File: src/ebs_pkg.sv
// Shared constants, types and state encodings of the eigenvalue bisection search.
`timescale 1ns / 1ps
package ebs_pkg;

    localparam int XW        = 32;          // Q16.16 word
    localparam int FRAC_BITS = 16;
    localparam int CNT_W     = 6;           // point and root counts
    localparam int STEP_W    = 4;           // halving count and determinant step
    localparam int IDX_W     = 3;           // register index
    localparam int MAX_HALVINGS = 12;

    localparam int D_W   = XW + 1;          // diagonal term entry - x
    localparam int CW    = 2 * D_W + 1;     // 2x2 cofactor
    localparam int LO_W  = D_W;             // low slice of a cofactor
    localparam int MA_W  = CW - LO_W;       // multiplier operand A
    localparam int MB_W  = D_W;             // multiplier operand B
    localparam int MP_W  = MA_W + MB_W;     // product
    localparam int DW    = MP_W + LO_W;     // determinant
    localparam int ACC_W = D_W + CNT_W;     // |span| * i
    localparam int QW    = XW + FRAC_BITS;  // divider dividend and quotient
    localparam int T_W   = FRAC_BITS + 1;   // secant weight
    localparam int DET_LAST = 12;           // last step of one determinant

    localparam logic signed [XW-1:0] E00_RST = 32'sd150733;
    localparam logic signed [XW-1:0] E01_RST = 32'sd439091;
    localparam logic signed [XW-1:0] E02_RST = 32'sd511181;
    localparam logic signed [XW-1:0] E11_RST = 32'sd229376;
    localparam logic signed [XW-1:0] E12_RST = 32'sd98304;
    localparam logic signed [XW-1:0] E22_RST = 32'sd144179;
    localparam logic [STEP_W-1:0]    STEPS_RST = 4'd10;

    localparam logic [1:0] STATUS_ROOT = 2'd0;
    localparam logic [1:0] STATUS_NONE = 2'd1;
    localparam logic [1:0] STATUS_DONE = 2'd2;

    typedef enum logic [IDX_W-1:0] {
        REG_E00, REG_E01, REG_E02, REG_E11, REG_E12, REG_E22, REG_STEPS
    } t_reg_idx;

    typedef enum logic [3:0] {
        ST_IDLE, ST_FIRST, ST_FIRST_W, ST_NEXT, ST_DIV_W, ST_DET_PT, ST_DET_PT_W,
        ST_CHECK, ST_BIS, ST_BIS_W, ST_NORM, ST_SEC_DIV_W, ST_SEC_FIN,
        ST_EMIT_ROOT, ST_FINAL
    } t_state;

    typedef enum logic [4:0] {
        OP_NOP, OP_LOAD, OP_DET_PREV, OP_TAKE_Y1, OP_ADVANCE, OP_TAKE_XI,
        OP_DET_XI, OP_TAKE_Y2, OP_SHIFT, OP_ROOT_PREV, OP_ROOT_XI, OP_BIS_INIT,
        OP_DET_MID, OP_BIS_UPD, OP_ROOT_MID, OP_MAG_LOAD, OP_NORM_SHIFT,
        OP_SEC_DIV, OP_SEC_MUL, OP_SEC_FIN, OP_EMIT_ROOT, OP_EMIT_FINAL
    } t_op;

    typedef struct packed {
        logic det_done;
        logic div_done;
        logic y1_zero;
        logic y2_zero;
        logic sign_diff;
        logic pts_done;
        logic iter_done;
        logic mid_zero;
        logic norm_done;
        logic out_free;
    } t_stat;

endpackage

File: src/ebs_ctrl.sv
// Controller state machine: sequences sampling, bracketing, halving and secant steps.
`timescale 1ns / 1ps
module ebs_ctrl (
    input  logic            i_clk,
    input  logic            i_rst_n,
    input  logic            i_req_valid,
    output logic            o_req_ready,
    input  ebs_pkg::t_stat  i_stat,
    output ebs_pkg::t_op    o_op
);
    import ebs_pkg::*;

    t_state r_state;
    t_state n_state;

    always_ff @(posedge i_clk) begin
        if (!i_rst_n) begin
            r_state <= ST_IDLE;
        end else begin
            r_state <= n_state;
        end
    end

    always_comb begin
        n_state = r_state;
        case (r_state)
            ST_IDLE:      if (i_req_valid) n_state = ST_FIRST;
            ST_FIRST:     n_state = ST_FIRST_W;
            ST_FIRST_W:   if (i_stat.det_done) n_state = ST_NEXT;
            ST_NEXT:      n_state = i_stat.pts_done ? ST_FINAL : ST_DIV_W;
            ST_DIV_W:     if (i_stat.div_done) n_state = ST_DET_PT;
            ST_DET_PT:    n_state = ST_DET_PT_W;
            ST_DET_PT_W:  if (i_stat.det_done) n_state = ST_CHECK;
            ST_CHECK: begin
                if (i_stat.y1_zero || i_stat.y2_zero) begin
                    n_state = ST_EMIT_ROOT;
                end else if (i_stat.sign_diff) begin
                    n_state = ST_BIS;
                end else begin
                    n_state = ST_NEXT;
                end
            end
            ST_BIS:       n_state = i_stat.iter_done ? ST_NORM : ST_BIS_W;
            ST_BIS_W: begin
                if (i_stat.det_done) begin
                    n_state = i_stat.mid_zero ? ST_EMIT_ROOT : ST_BIS;
                end
            end
            ST_NORM:      if (i_stat.norm_done) n_state = ST_SEC_DIV_W;
            ST_SEC_DIV_W: if (i_stat.div_done) n_state = ST_SEC_FIN;
            ST_SEC_FIN:   n_state = ST_EMIT_ROOT;
            ST_EMIT_ROOT: if (i_stat.out_free) n_state = ST_NEXT;
            ST_FINAL:     if (i_stat.out_free) n_state = ST_IDLE;
            default:      n_state = ST_IDLE;
        endcase
    end

    always_comb begin
        o_op        = OP_NOP;
        o_req_ready = 1'b0;
        case (r_state)
            ST_IDLE: begin
                o_req_ready = 1'b1;
                if (i_req_valid) o_op = OP_LOAD;
            end
            ST_FIRST:     o_op = OP_DET_PREV;
            ST_FIRST_W:   if (i_stat.det_done) o_op = OP_TAKE_Y1;
            ST_NEXT:      if (!i_stat.pts_done) o_op = OP_ADVANCE;
            ST_DIV_W:     if (i_stat.div_done) o_op = OP_TAKE_XI;
            ST_DET_PT:    o_op = OP_DET_XI;
            ST_DET_PT_W:  if (i_stat.det_done) o_op = OP_TAKE_Y2;
            ST_CHECK: begin
                if (i_stat.y1_zero) begin
                    o_op = OP_ROOT_PREV;
                end else if (i_stat.y2_zero) begin
                    o_op = OP_ROOT_XI;
                end else if (i_stat.sign_diff) begin
                    o_op = OP_BIS_INIT;
                end else begin
                    o_op = OP_SHIFT;
                end
            end
            ST_BIS:       o_op = i_stat.iter_done ? OP_MAG_LOAD : OP_DET_MID;
            ST_BIS_W: begin
                if (i_stat.det_done) o_op = i_stat.mid_zero ? OP_ROOT_MID : OP_BIS_UPD;
            end
            ST_NORM:      o_op = i_stat.norm_done ? OP_SEC_DIV : OP_NORM_SHIFT;
            ST_SEC_DIV_W: if (i_stat.div_done) o_op = OP_SEC_MUL;
            ST_SEC_FIN:   o_op = OP_SEC_FIN;
            ST_EMIT_ROOT: if (i_stat.out_free) o_op = OP_EMIT_ROOT;
            ST_FINAL:     if (i_stat.out_free) o_op = OP_EMIT_FINAL;
            default: ;
        endcase
    end

endmodule

File: config.mk
export PLATFORM = sky130hd
export DESIGN_NAME = ebs_ctrl
export DESIGN_NICKNAME = d
export VERILOG_FILES = /design/src/ebs_pkg.sv /design/src/ebs_ctrl.sv
export SDC_FILE = /design/constraint.sdc
export NUM_CORES = 1
export LEC_CHECK = 0
export BUFFER_PORTS_ARGS = -buffer_cell sky130_fd_sc_hd__clkbuf_2
export CAP_MARGIN = 20
export CORE_MARGIN = 1.5
export CORE_UTILIZATION = 30
export DETAILED_ROUTE_END_ITERATION = 6
export PLACE_DENSITY = 0.61
export SLEW_MARGIN = 10
export SYNTH_ARGS = -nofsm -noshare
export SYNTH_HDL_FRONTEND = slang
export SYNTH_SLANG_ARGS = --single-unit
File: constraint.sdc
create_clock -name i_clk -period 5.5 [get_ports i_clk]
set_clock_uncertainty 0.15 [all_clocks]
set_input_delay 0.825 -clock i_clk [delete_from_list [all_inputs] [get_ports i_clk]]
set_output_delay 0.825 -clock i_clk [all_outputs]
set_load 0.02 [all_outputs]
==> results by group, run 1 <==
Logic synthesis
  • #FFs+latches synth: 4
  • Post-synth top cells: o21ai_0, a21oi_1, clkbuf_1
  • Synth Area in Adders: 0%
  • Top-area cell type share of the netlist area: 10.4%
  • Main synth FF type: dfxtp_1
  • EDFF count, synth: 0
  • Register area share after synthesis: 10.4%
  • Most numerous cell in the Yosys netlist: o21ai_0
  • Syn avg cell area: 6.74 um2
  • Compound-Gate Fraction of Synth Area: 40.4%
  • Mapped Area: 768 um2
  • Async SR Flop Fraction: 0%
  • Area share of xor/xnor cells in the synthesized design: 0%
  • Largest family of logic cells by synthesized area: compound AO/OA/AOI/OAI gates
  • Synth Area in Simple Gates: 31.1%
  • Mapped Nets: 127
  • Synth area leader: dfxtp_1
  • Synth Instances: 114
  • Syn. warnings: 0
  • Synth cell types: 45
  • Multiplexer area fraction after synthesis: 6.51%
  • Synth top area cells: dfxtp_1, o21ai_0, a21oi_1

Clock tree
  • Sink Count: 4
  • H-Tree Depth: 1
  • CTS clk-pin slew, worst paths: 0.03 ns
  • CTS Buf Count: 3
  • Setup Buffers After CTS: 0
  • Resize count post-CTS: 0
  • Clock buffer depth: 2
  • CTS tree: done
  • Clk_lat worst skew: 0.23 ns
  • Hold-fix buffers, CTS: 0
  • Root buf cell: clkbuf_4

Floorplan
  • # IOs: 19
  • Die width: 53.6 um
  • Die area: 0.00287 mm2
  • Starting Density: 31.3%
  • Die Height: 53.6 um
  • Rows: 18
  • CORE AREA: 0.00245 mm2

Critical path
  • Setup slack, reg-to-reg: 2.82 ns
  • Crit path cell chain: nor2b_1 -> a22o_1 -> a221oi_1 -> o21ai_0 -> clkbuf_2
  • Worst path slowest cell: dfxtp_1
  • Worst r2r dst: r_state[1]
  • CP peak stage delay: 0.87 ns
  • Crit. End Element: output port
  • Buf/Inv on CP: 1
  • FF-to-FF path depth: 4
  • Worst EP required: 4.53 ns
  • CP Data Arrival Time: 2.26 ns
  • CP max FO: 29
  • Critical path class: register to output port
  • Crit-path leading delay family: flip-flops
  • Reg-to-reg startpoint: r_state[1]
  • Critical Path Source Type: register

Route
  • Via count: 905
  • Vias per inst: 5.95
  • DR DRC count: 0
  • Antenna viol nets, final: 0
  • Routed WL: 2060 um
  • Initial DRC Count: 16
  • Router iterations before antenna repair: 4
  • Routed wire per std cell: 13.5 um

STA
  • Worst-margin pin slew: 0.865 ns
  • Final setup margin: 2.27 ns
  • Fmax: 0.309 GHz
  • Min Tclk post-route: 3.23 ns
  • Period Utilization, post-route: 58.8%
  • Relative slew slack: 42.3%
  • Fin. max-slew vios: 0
  • Final setup fails: 0
  • Final setup TNS: 0 ns
  • Final Hold Fails: 0
  • RSZ-0062 raised after global routing: no

Global route
  • Initial antenna violation count: 0
  • Total grt overflow: 0
  • Largest net degree at the start of global routing: 31
  • Vias in the first global route: 742
  • GRT Total Usage: 16.2%
  • First-pass GRT wire length: 3530 um

Placed design
  • GPL Wtd Cong: 0.899
  • Placed inst area: 833 um2
  • PortBufs: 18
  • DPL Wire Length: 1450 um
  • Setup Slack @ Placement: 2.56 ns

Cells and area
  • Final Util: 34.9%
  • Register area: 80.1 um2
  • Area of the multi-input gates: 599 um2
  • Filler instances: 277
  • Diode count: 0
  • # nets final: 137
  • Biggest regs: r_state: 4 flops
  • Max reg flops: 4
  • Syn-to-layout area delta: 11.4%
  • Top reg by flops: r_state
  • Share of cells above drive strength 1: 19.7%
  • Cell area after layout: 856 um2

Worst hold path
  • Worst Hold Path EP: r_state[3]
  • Tightest Hold Check Type: register to register
  • Hold Crit Depth: 2
  • Hold_sp: r_state[3]

Power
  • Peak supply drop: 0.241 mV
  • Reg power frac: 29.4%
  • Combinational cell fraction of total power: 57.1%
  • Clock Power Share: 13.5%
  • Sw Share: 52.5%
  • Sw power: 138 uW
  • Static Leak: 0.312 nW
  • Pwr dens: 307 mW/mm2
  • Int Pwr: 125 uW

Run status
  • Run status: complete, no violations

Flow run
  • Max Cap Viol: 0
==> logic make-up (layout without fill, tap and decap cells) <==
family          Yosys count  count (layout)
compound gates           46              46
buf+inv                  20              28
flops                     4               4
mux                       5               5
simple gates             39              39
==> area by class of cell <==
class	instances	area share [%]
sequential	4	9.36
inverter	7	3.07
clock buffer	3	2.63
timing repair buffer	18	10.5
multi-input combinational	90	70.0
tap	30	4.39
==> per-stage QoR <==
step	hold slack (ns)	std cells	power, mW
after floorplan	0.581	114	0.191
after global placement	0.655	149	0.225
after detailed placement	0.668	149	0.226
after CTS	0.682	152	0.263
after global routing	0.772	152	0.289
final	0.691	152	0.263
==> metal layers <==
| metal | vias up | track usage (%) | wire (um) |
|---|---|---|---|
| met5 | - | 0 | 0 |
| met2 | 31 | 24.7 | 930 |
| li1 | 456 | - | - |
| met4 | 0 | 0 | 0 |
| met3 | 0 | 3.33 | 129 |
| met1 | 418 | 24.7 | 1000 |
==> worst max path at each step <==
stage          startpoint      end  slack [ns]  cells after the start
4_1_cts        r_state[2]  o_op[0]        2.31                      5
6_report       r_state[2]  o_op[0]        2.27                      5
3_5_place_dp   r_state[2]  o_op[0]        2.56                      5
5_1_grt        r_state[3]  o_op[0]        2.05                      5
3_3_place_gp   r_state[2]  o_op[0]        2.56                      5
2_1_floorplan   i_stat[9]  o_op[2]        2.65                      3
==> power groups by stage <==
| stage | clock (mW) | sequential [mW] | combinational, mW |
|---|---|---|---|
| 4_1_cts | 0.0368 | 0.0766 | 0.149 |
| 3_3_place_gp | 0 | 0.0765 | 0.148 |
| 2_1_floorplan | 0 | 0.0393 | 0.152 |
| 5_1_grt | 0.0400 | 0.0832 | 0.166 |
| 3_5_place_dp | 0 | 0.0768 | 0.149 |
| 6_report | 0.0354 | 0.0774 | 0.150 |
==> worst min-delay path: cells and delay by family, from the launching register on <==
| kind | cells | cell delay (ns) |
|---|---|---|
| flip-flops | 1 | 0.56 |
| multiplexers | 1 | 0.07 |
| AND/OR/NAND/NOR | 1 | 0.15 |
==> layout by cell type (no fill, tap or decap), types with 3 or more instances in the layout <==
cell	n
o21ai_0	12
o211ai_1	3
nor2_1	5
dfxtp_1	4
mux2i_1	5
inv_1	7
clkbuf_4	3
nand2_1	6
nor2b_1	3
clkbuf_2	18
a221oi_1	3
nor3_1	3
nand2b_1	3
a21oi_1	11
Note: power is estimated with default switching activity, not from simulation.
==> run 2, diff against run 1 <==
- ABC_AREA: not set -> 1
- PLACE_DENSITY: 0.61 -> 0.64
- clock period: 5.5 -> 2.6 ns (I/O delays scaled with it)
==> run 2 against run 1 <==
Non-clock buffer count is the same. Synthesized cell count grew 8.8%. Cell area is 6.3% lower. Flip-flop and latch count did not move. Critical endpoint unchanged. Largest cell class unchanged.
==> results by group, run 2 <==
Run status
  • Run status: complete, no violations

Route
  • Initial DRC Count: 32 (+16)
  • Routed wire per std cell: 11.5 um (-15%)
  • Antenna viol nets, final: 0 (unchanged)
  • Router iterations before antenna repair: 4 (unchanged)
  • Max layer used: met4
  • DR DRC count: 0 (unchanged)
  • Met2 WL: 925 um (-0.54%)
  • Metal3 WL: 89 um (-31%)
  • Vias per inst: 5.25 (-12%)
  • Routed WL: 1960 um (-5.0%)
  • Via count: 893 (-1.3%)
  • Metal-1 WL: 886 um (-11%)

Critical path
  • Crit. End Element: output port
  • Critical path class: register to output port
  • Worst EP required: 2.06 ns (-2.47 ns)
  • CP max FO: 10 (-66%)
  • CP Data Arrival Time: 1.69 ns (-0.57 ns)
  • Critical Path Source Type: register

Clock tree
  • CTS Buf Count: 3 (unchanged)
  • Clock buffer depth: 2 (unchanged)
  • Clk_lat worst skew: 0.25 ns (+0.02 ns)
  • Sink Count: 4 (unchanged)
  • Root buf cell: clkbuf_4
  • Hold-fix buffers, CTS: 0 (unchanged)
  • Setup Buffers After CTS: 0 (unchanged)
  • Resize count post-CTS: 0 (unchanged)
  • H-Tree Depth: 1 (unchanged)
  • CTS tree: done
  • CTS clk-pin slew, worst paths: 0.04 ns (about the same)

Cells and area
  • Final Util: 39.3% (+4.4 points)
  • Top reg by flops: r_state
  • Diode count: 0 (unchanged)
  • Cell area after layout: 802 um2 (-6.3%)
  • # nets final: 158 (+15%)
  • Syn-to-layout area delta: 19.6%
  • Share of cells above drive strength 1: 28.0% (+8.3 points)
  • Filler instances: 240 (-13%)
  • Biggest regs: r_state: 4 flops
  • Max reg flops: 4 (unchanged)
  • Final Non-Filler Cells: 170 (+12%)
  • Most frequent cells in the layout: nand2_1, clkbuf_2, nor2_1, inv_1, o21ai_0
  • Most common cell after layout, fill and taps aside: nand2_1

Global route
  • GRT Total Usage: 16.9% (+0.66 points)
  • Initial antenna violation count: 0 (unchanged)
  • Largest net degree at the start of global routing: 11 (-65%)
  • Total grt overflow: 0 (unchanged)
  • First-pass GRT wire length: 3320 um (-5.9%)
  • Vias in the first global route: 801 (+8.0%)

Logic synthesis
  • Most numerous cell in the Yosys netlist: nand2_1
  • EDFF count, synth: 0 (unchanged)
  • Synth cell types: 22 (-51%)
  • #FFs+latches synth: 4 (unchanged)
  • Main synth FF type: dfxtp_1
  • Synth Instances: 124 (+8.8%)
  • Synth Area in Adders: 0% (unchanged)
  • Area share of xor/xnor cells in the synthesized design: 0% (unchanged)
  • Synth area leader: nand2_1
  • Largest family of logic cells by synthesized area: simple AND/OR/NAND/NOR gates
  • Synth Area in Simple Gates: 56.5% (+25 points)
  • Register area share after synthesis: 11.9% (+1.5 points)
  • Synth top area cells: nand2_1, dfxtp_1, o21ai_0
  • Compound-Gate Fraction of Synth Area: 20.1% (-20 points)
  • Syn. warnings: 0 (unchanged)
  • Top-area cell type share of the netlist area: 19.6% (+9.2 points)
  • Post-synth top cells: nand2_1, inv_1, nor2_1, o21ai_0, nand3_1
  • Multiplexer area fraction after synthesis: 0% (-6.5 points)
  • Mapped Area: 671 um2 (-13%)
  • Async SR Flop Fraction: 0% (unchanged)
  • Mapped Nets: 137 (+7.9%)
  • Syn avg cell area: 5.41 um2 (-20%)

STA
  • Min Tclk post-route: 2.23 ns
  • Final setup margin: 0.372 ns (-1.89 ns)
  • Final setup fails: 0 (unchanged)
  • Final setup TNS: 0 ns (unchanged)
  • Final Hold Fails: 0 (unchanged)
  • Period Utilization, post-route: 85.7%
  • Relative slew slack: 74.0% (+32 points)
  • WHS: 0.290 ns (-0.401 ns)
  • Worst-margin pin slew: 0.390 ns (-0.475 ns)
  • Fin. max-slew vios: 0 (unchanged)
  • Fmax: 0.449 GHz
  • RSZ-0062 raised after global routing: no

Placed design
  • Placed inst area: 779 um2 (-6.5%)
  • DPL Wire Length: 1520 um (+4.4%)
  • PortBufs: 18 (unchanged)
  • Number of instances in the placed design: 167 (+12%)
  • Setup Slack @ Placement: 0.677 ns (-1.88 ns)
  • GPL Wtd Cong: 0.851 (-5.3%)

Power
  • Static Leak: 0.407 nW (+30%)
  • Peak supply drop: 0.338 mV (+40%)
  • Total power: 719 uW (+170%)
  • Pwr dens: 896 mW/mm2 (+190%)

Worst hold path
  • Tightest Hold Check Type: primary input to register

Floorplan
  • Die width: 50.3 um (-6.2%)
  • Starting Density: 32.8% (+1.5 points)
  • CORE AREA: 0.00204 mm2 (-17%)
  • # IOs: 19 (unchanged)
  • Die area: 0.00253 mm2 (-12%)
  • Rows: 16 (-2)
  • Die Height: 50.3 um (-6.2%)

Flow run
  • Max Cap Viol: 0 (unchanged)
-- run 2: cell count changes after synthesis, moves of 5 or more --
cell	change
clkbuf_1	-9
nand2_1	+29
nor2_1	+6
nor2_2	+6
mux2i_1	-5
nand3_1	+8
nand2_2	+5
-- run 2: area by class of cell --
class | instances | area (um2) | share of cell area [%]
tap | 27 | 33.8 | 4.21
multi-input combinational | 102 | 514 | 64.1
inverter | 16 | 61.3 | 7.64
clock buffer | 3 | 22.5 | 2.81
timing repair buffer | 18 | 90.1 | 11.2
sequential | 4 | 80.1 | 9.98
-- run 2: worst max-delay path: stages, from the launching register on --
cell and delay, ns:
dfxtp_1 0.55, nand2_2 0.15, nor2_1 0.19, nand2_1 0.09, o21ai_0 0.15, a21oi_1 0.06, nand3_1 0.09, clkbuf_2 0.16
-- run 2: final timing paths --
path         startpoint         end  slack, ns  cells past startpoint
max reg2reg  r_state[3]  r_state[1]       0.93                      8
max          r_state[3]     o_op[0]       0.37                      7
min reg2reg  r_state[0]  r_state[0]       0.44                      2
min             i_rst_n  r_state[3]       0.29                      3
-- run 2: routing by layer --
| layer | track usage [%] | vias up |
|---|---|---|
| met2 | 27.4 | 37 |
| met5 | 0 | - |
| met3 | 1.79 | 7 |
| li1 | - | 445 |
| met4 | 11.1 | 0 |
| met1 | 20.8 | 404 |
-- run 2: cell families after synthesis --
| family | Yosys count |
|---|---|
| AOI/OAI and AO/OA | 25 |
| and+or+nand+nor | 77 |
| buffers and inverters | 18 |
| DFF | 4 |
-- run 2: report_power, final --
group          switching, mW  total, mW  internal, mW
Clock                 0.0300     0.0819        0.0519
Combinational          0.346      0.511         0.165
Sequential            0.0438      0.126        0.0822
